$ cat src/lrmm_pkg.sv
`default_nettype none
package lrmm_pkg;

    localparam int ORDER  = 10;
    localparam int IDX_W  = 4;
    localparam int BANK_W = 2;
    localparam int COEF_W = 16;

    typedef enum logic [3:0] {
        S_IDLE,
        S_LOAD,
        S_INIT_VAL,
        S_RSTART,
        S_RED,
        S_AFTER,
        S_CHK,
        S_RD,
        S_MUL,
        S_ACC,
        S_OUT
    } state_t;

    typedef enum logic [1:0] {
        PH_INIT,
        PH_SMALL,
        PH_MUL,
        PH_DOT
    } phase_t;

    typedef enum logic [1:0] {
        MD_MULT,
        MD_SQR,
        MD_DOT
    } mode_t;

    typedef struct packed {
        logic  load;
        logic  idx_clr;
        logic  sum_k;
        logic  sum_init;
        logic  red_start;
        logic  red_step;
        logic  init_wr;
        logic  prod_wr;
        logic  entry_inc;
        logic  t_inc;
        logic  mul;
        logic  acc;
        logic  swap;
        logic  e_shift;
        logic  out_load;
        logic  out_zero;
        mode_t mode;
    } cmd_t;

    typedef struct packed {
        logic md_zero;
        logic k_small;
        logic red_last;
        logic last_entry;
        logic last_t;
        logic mat_last;
        logic e_one;
        logic e_lsb;
    } sts_t;

endpackage
`default_nettype wire

$ cat src/lrmm_ctrl.sv
`default_nettype none
module lrmm_ctrl (
    input  wire logic           aclk,
    input  wire logic           aresetn,
    input  wire logic           s_valid,
    output logic                s_ready,
    output logic                m_valid,
    input  wire logic           m_ready,
    output lrmm_pkg::cmd_t      cmd,
    input  wire lrmm_pkg::sts_t sts
);

    lrmm_pkg::state_t state_reg, state_next;
    lrmm_pkg::phase_t phase_reg, phase_next;
    lrmm_pkg::mode_t  kind_reg, kind_next;
    logic             did_reg, did_next;

    always_ff @(posedge aclk) begin
        if (!aresetn) begin
            state_reg <= lrmm_pkg::S_IDLE;
            phase_reg <= lrmm_pkg::PH_INIT;
            kind_reg  <= lrmm_pkg::MD_MULT;
            did_reg   <= 1'b0;
        end else begin
            state_reg <= state_next;
            phase_reg <= phase_next;
            kind_reg  <= kind_next;
            did_reg   <= did_next;
        end
    end

    always_comb begin
        state_next = state_reg;
        phase_next = phase_reg;
        kind_next  = kind_reg;
        did_next   = did_reg;
        case (state_reg)
            lrmm_pkg::S_IDLE: begin
                if (s_valid) begin
                    state_next = lrmm_pkg::S_LOAD;
                end
            end
            lrmm_pkg::S_LOAD: begin
                did_next = 1'b0;
                if (sts.md_zero) begin
                    state_next = lrmm_pkg::S_OUT;
                end else if (sts.k_small) begin
                    phase_next = lrmm_pkg::PH_SMALL;
                    state_next = lrmm_pkg::S_RSTART;
                end else begin
                    phase_next = lrmm_pkg::PH_INIT;
                    state_next = lrmm_pkg::S_INIT_VAL;
                end
            end
            lrmm_pkg::S_INIT_VAL: state_next = lrmm_pkg::S_RSTART;
            lrmm_pkg::S_RSTART:   state_next = lrmm_pkg::S_RED;
            lrmm_pkg::S_RED: begin
                if (sts.red_last) begin
                    state_next = lrmm_pkg::S_AFTER;
                end
            end
            lrmm_pkg::S_AFTER: begin
                case (phase_reg)
                    lrmm_pkg::PH_INIT: begin
                        if (sts.last_entry && sts.mat_last) begin
                            state_next = lrmm_pkg::S_CHK;
                        end else begin
                            state_next = lrmm_pkg::S_INIT_VAL;
                        end
                    end
                    lrmm_pkg::PH_MUL: begin
                        if (sts.last_entry) begin
                            did_next   = (kind_reg == lrmm_pkg::MD_MULT);
                            state_next = lrmm_pkg::S_CHK;
                        end else begin
                            state_next = lrmm_pkg::S_RD;
                        end
                    end
                    default: state_next = lrmm_pkg::S_OUT;
                endcase
            end
            lrmm_pkg::S_CHK: begin
                state_next = lrmm_pkg::S_RD;
                if (sts.e_lsb && !did_reg) begin
                    phase_next = lrmm_pkg::PH_MUL;
                    kind_next  = lrmm_pkg::MD_MULT;
                end else if (sts.e_one) begin
                    phase_next = lrmm_pkg::PH_DOT;
                    kind_next  = lrmm_pkg::MD_DOT;
                end else begin
                    phase_next = lrmm_pkg::PH_MUL;
                    kind_next  = lrmm_pkg::MD_SQR;
                end
            end
            lrmm_pkg::S_RD:  state_next = lrmm_pkg::S_MUL;
            lrmm_pkg::S_MUL: state_next = lrmm_pkg::S_ACC;
            lrmm_pkg::S_ACC: begin
                state_next = sts.last_t ? lrmm_pkg::S_RSTART : lrmm_pkg::S_RD;
            end
            lrmm_pkg::S_OUT: begin
                if (m_ready) begin
                    state_next = lrmm_pkg::S_IDLE;
                end
            end
            default: state_next = lrmm_pkg::S_IDLE;
        endcase
    end

    always_comb begin
        cmd      = '0;
        cmd.mode = kind_reg;
        s_ready  = 1'b0;
        m_valid  = 1'b0;
        case (state_reg)
            lrmm_pkg::S_IDLE: begin
                s_ready     = 1'b1;
                cmd.load    = s_valid;
                cmd.idx_clr = s_valid;
            end
            lrmm_pkg::S_LOAD: begin
                cmd.out_zero = sts.md_zero;
            end
            lrmm_pkg::S_INIT_VAL: cmd.sum_init  = 1'b1;
            lrmm_pkg::S_RSTART:   cmd.red_start = 1'b1;
            lrmm_pkg::S_RED:      cmd.red_step  = 1'b1;
            lrmm_pkg::S_AFTER: begin
                case (phase_reg)
                    lrmm_pkg::PH_INIT: begin
                        cmd.init_wr   = 1'b1;
                        cmd.entry_inc = 1'b1;
                    end
                    lrmm_pkg::PH_MUL: begin
                        cmd.prod_wr   = 1'b1;
                        cmd.entry_inc = 1'b1;
                        cmd.swap      = sts.last_entry;
                        cmd.e_shift   = sts.last_entry && (kind_reg == lrmm_pkg::MD_SQR);
                    end
                    default: cmd.out_load = 1'b1;
                endcase
            end
            lrmm_pkg::S_CHK: cmd.idx_clr = 1'b1;
            lrmm_pkg::S_RD:  cmd.sum_k   = 1'b0;
            lrmm_pkg::S_MUL: cmd.mul     = 1'b1;
            lrmm_pkg::S_ACC: begin
                cmd.acc   = 1'b1;
                cmd.t_inc = 1'b1;
            end
            lrmm_pkg::S_OUT: m_valid = 1'b1;
            default: cmd = '0;
        endcase
    end

endmodule
`default_nettype wire

$ cat config.mk
export PLATFORM = sky130hd
export DESIGN_NAME = lrmm_ctrl
export DESIGN_NICKNAME = d
export VERILOG_FILES = /design/src/lrmm_pkg.sv /design/src/lrmm_ctrl.sv
export SDC_FILE = /design/constraint.sdc
export NUM_CORES = 1
export LEC_CHECK = 0
export ABC_AREA = 1
export BUFFER_PORTS_ARGS = -buffer_cell sky130_fd_sc_hd__buf_2
export CAP_MARGIN = 40
export CORE_MARGIN = 2
export CORE_UTILIZATION = 45
export CTS_CLUSTER_DIAMETER = 40
export DETAILED_ROUTE_END_ITERATION = 8
export PLACE_DENSITY = 0.8
export SETUP_SLACK_MARGIN = 0.3
export SYNTH_ARGS = -nofsm -noshare
export SYNTH_HDL_FRONTEND = slang
export SYNTH_SLANG_ARGS = --single-unit
$ cat constraint.sdc
create_clock -name aclk -period 1.3 [get_ports aclk]
set_input_delay 0.065 -clock aclk [delete_from_list [all_inputs] [get_ports aclk]]
set_output_delay 0.065 -clock aclk [all_outputs]
set_load 0.05 [all_outputs]
==> metrics.txt, run 1 <==
status aborted with a tool error; Fail Step global routing; error msg [ERROR DPL-0038] Utilization greater than 100%, impossible to legalize; initial core utilization 46.6%; Mapped Cells 122; Synth Area in XOR/XNOR 0%; Die Span X 43.0 um; largest cells by area after synthesis dfxtp_1 (26%), nand2_1 (18%), inv_1 (13%); Syn Nets 134; I/O Buffers 30; simple-gate share of the synthesized area 48.7%; Final HPWL DP 1600 um; Yosys cell types 18; Synth top area share 26.3%; largest net degree at the start of global routing 8; multiplexer share of the synthesized area 0%; Clock Sinks 9; Yosys reg bits 9; synthesized-area fraction occupied by adder cells 0%; Worst endpoint type register data pin; Final Wtd Congestion 0.839; H-tree levels 1; main combinational cell family by area after synthesis simple AND/OR/NAND/NOR gates; last worst endpoint in the global-route repair_timing state_reg[0]$_SDFFE_PN0P_/D; synth warn 0; post-synthesis compound-gate area fraction 8.03%; Rows 14; Seq/Total Area, Yosys 26.3%; CTS Buffer Depth 2; Root Driver clkbuf_4; Mapped Area 686 um^2; post-synth top area cell dfxtp_1; Ports 32; DIE HEIGHT 43.0 um; total CTS buffers 3; Avg Inst Size Synth 5.62 um^2
-- logic make-up after synthesis --
| group | after synthesis |
|---|---|
| other | 1 |
| AOI/OAI and AO/OA | 11 |
| buffers and inverters | 28 |
| DFF | 9 |
| and+or+nand+nor | 73 |
-- synth_stat cells (all sizes together) --
cell type and n:
nand3 10, nand4 4, a21oi 7, nor3 1
dfxtp 9, nand2 33, nand3b 1, inv 26
o21ai 4, conb 1, nor4 1, nor2 23
buf 2
-- metrics by stage --
step / worst slack, ns / utilization [%] / cells / area (um^2)
after CTS: -0.148 / 93.0 / 188 / 1370
after detailed placement: 0.0486 / 69.9 / 169 / 1030
after global placement: 0.0649 / 69.9 / 169 / 1030
after floorplan: -0.0122 / - / 122 / 855
-- repair_timing --
action                     CTS
hold buffers                 0
buffers inserted            15
gates resized for setup     59
pin swaps                   13
setup endpoints to repair   28
hold endpoints to repair     0
==> run 2: changes to the inputs <==
CORE_AREA = 2 2 63 65   (was unset)
CORE_MARGIN = unset   (was 2)
CORE_UTILIZATION = unset   (was 45)
CTS_CLUSTER_DIAMETER = unset   (was 40)
DIE_AREA = 0 0 65 67   (was unset)
PLACE_DENSITY = unset   (was 0.8)
PLACE_DENSITY_LB_ADDON = 0.15   (was unset)
SETUP_SLACK_MARGIN = unset   (was 0.3)
==> metrics.txt, run 2 <==
DIE HEIGHT 67 um (+56%); ANT cells 0; vias per std cell 4.08; Reg2Reg Depth 8; share of cells above drive strength 1 53.7%; initial antenna violation count 0; final wirelength 2520 um; H-tree levels 1 (unchanged); Largest register FFs 4; initial core utilization 19.0% (-28 points); largest cells by area after synthesis dfxtp_1 (26%), nand2_1 (18%), inv_1 (13%); CTS tree yes; Root Driver clkbuf_8; Setup violations, final 6; Mapped Cells 122 (unchanged); Most used DFF post-synth dfxtp_1; DRC 0; Final Net Count 188; post-synth top area cell dfxtp_1; period utilization 106%; most frequent cells after synthesis nand2_1 (32), inv_1 (24), nor2_1 (18); Seq/Total Area, Yosys 26.3% (unchanged); CTS Buffer Depth 2 (unchanged); Min Hold Slack 0.120 ns; Die Span X 65 um (+51%); largest net degree at the start of global routing 8; P_leak 0.000685 uW; CP Launch Type flop; Area growth syn-to-layout 103%; setup repair after global routing missed its margin yes; Filler cells 379; vias in the first global route 946; Clock Sinks 9 (unchanged); PD cells 1840 mW/mm^2; clock latency at the later pin of the worst-skew pair 0.23 ns; clock skew 0.00209 ns; Yosys reg bits 9 (unchanged); fin util 38.6%; first-pass GRT wire length 4050 um; failing checks setup timing; max frequency 0.723 GHz; Yosys cell types 18 (unchanged); Crit. End Element output pin; Mapped Area 686 um^2 (unchanged); Rows 22 (+8); EDFF count, synth 0 (unchanged); DR pass1 iterations 4; final setup margin -0.0824 ns; Final Max Slew Viols 0; Ports 32 (unchanged); Final HPWL DP 1920 um (+20%); Tot GR Track Use 12.1%; gr ovfl total 0; fraction of registers with async set/reset 0% (unchanged); Fin. Hold Viols 0; I/O Buffers 30 (unchanged); CTS clk-pin slew, worst paths 0.05 ns; Avg Inst Size Synth 5.62 um^2 (unchanged); total CTS buffers 3 (unchanged); worst hold stages 3; Max VDD drop 1.13 mV; commonest cells after routing, fill and taps aside nand2_1 (25), inv_1 (20), buf_4 (20); crit path DAT 1.32 ns; Final Critical Period 1.38 ns; status finished with violations; Syn Nets 134 (unchanged); CP Class flop to output pin; Worst EP required 1.24 ns; cell with the most instances after synthesis nand2_1; core area 0.00361 mm^2; synth warn 0 (unchanged); max cap viols 0; maximum fanout along the worst path 4; WL/cell 11.3 um; Final Wtd Congestion 0.841 (+0.24%); Synth top area share 26.3% (unchanged); DRT iter0 DRCs 30; HP Class input pin to flop; ANT nets after route 0; commonest non-fill, non-tap cell in the layout nand2_1; vias 909; die area 0.00436 mm^2
-- run 2: cell counts after synthesis --
No cell type changed its count.
-- run 2: layout make-up --
type                       count  area [um^2]  share of cell area (%)
inverter                      26          103                    7.37
sequential                     9          195                    14.0
tap                           48         60.1                    4.32
multi-input combinational     85          547                    39.3
timing repair buffer          51          442                    31.7
clock buffer                   4         45.0                    3.24
-- run 2: stage by stage --
step                      cells  area (um^2)  setup TNS, ns  setup WS, ns  total power [uW]
after CTS                   218         1230         -0.210       -0.0874              2280
after detailed placement    209         1010        -0.0461       -0.0385              1690
after global placement      209         1010       -0.00349      -0.00349              1690
after global routing        223         1390          -1.06        -0.142              2750
final                       223         1390         -0.162       -0.0824              2560
after floorplan             122          736         -0.200        -0.104              1310
-- run 2: cell families after synthesis --
kind of cell / after synthesis / share of synthesized area [%]
other: 1 / 0.547
buffers and inverters: 28 / 16.4
and+or+nand+nor: 73 / 48.7
AOI/OAI and AO/OA: 11 / 8.03
DFF: 9 / 26.3
-- run 2: final timing paths --
path	startpoint	end	slack, ns
max	state_reg[0]	cmd[4]	-0.08
min reg2reg	did_reg	did_reg	0.51
min	aresetn	state_reg[1]	0.12
max reg2reg	state_reg[0]	state_reg[0]	0.05
-- run 2: what timing repair did --
action / CTS / global route
setup endpoints to repair: 19 / 24
hold buffers: 0 / 0
hold endpoints to repair: 0 / 0
pin swaps: 4 / 7
buffers inserted: 5 / 5
cloned: 0 / 0
resized for setup: 44 / 38
-- run 2: worst max-delay path, cell delays in order, from the launching register on --
cell	delay [ns]
dfxtp_4	0.37
inv_4	0.05
nor2_4	0.16
nand3_4	0.13
nor4_4	0.17
buf_6	0.19
-- run 2: where the power goes --
group          switching [uW]  internal, uW  leakage [uW]
Combinational            1070           704      0.000586
Clock                     121           215     0.0000228
Sequential               93.2           361     0.0000761
-- run 2: layer usage --
layer	vias up	GRT usage [%]	share of wire, %
met3	2	1.18	4.7
met1	403	15.4	44
met5	-	0	0
met4	0	6.65	1.4
met2	23	19.8	50
li1	481	-	-
Power figures use the tool's default switching activity.
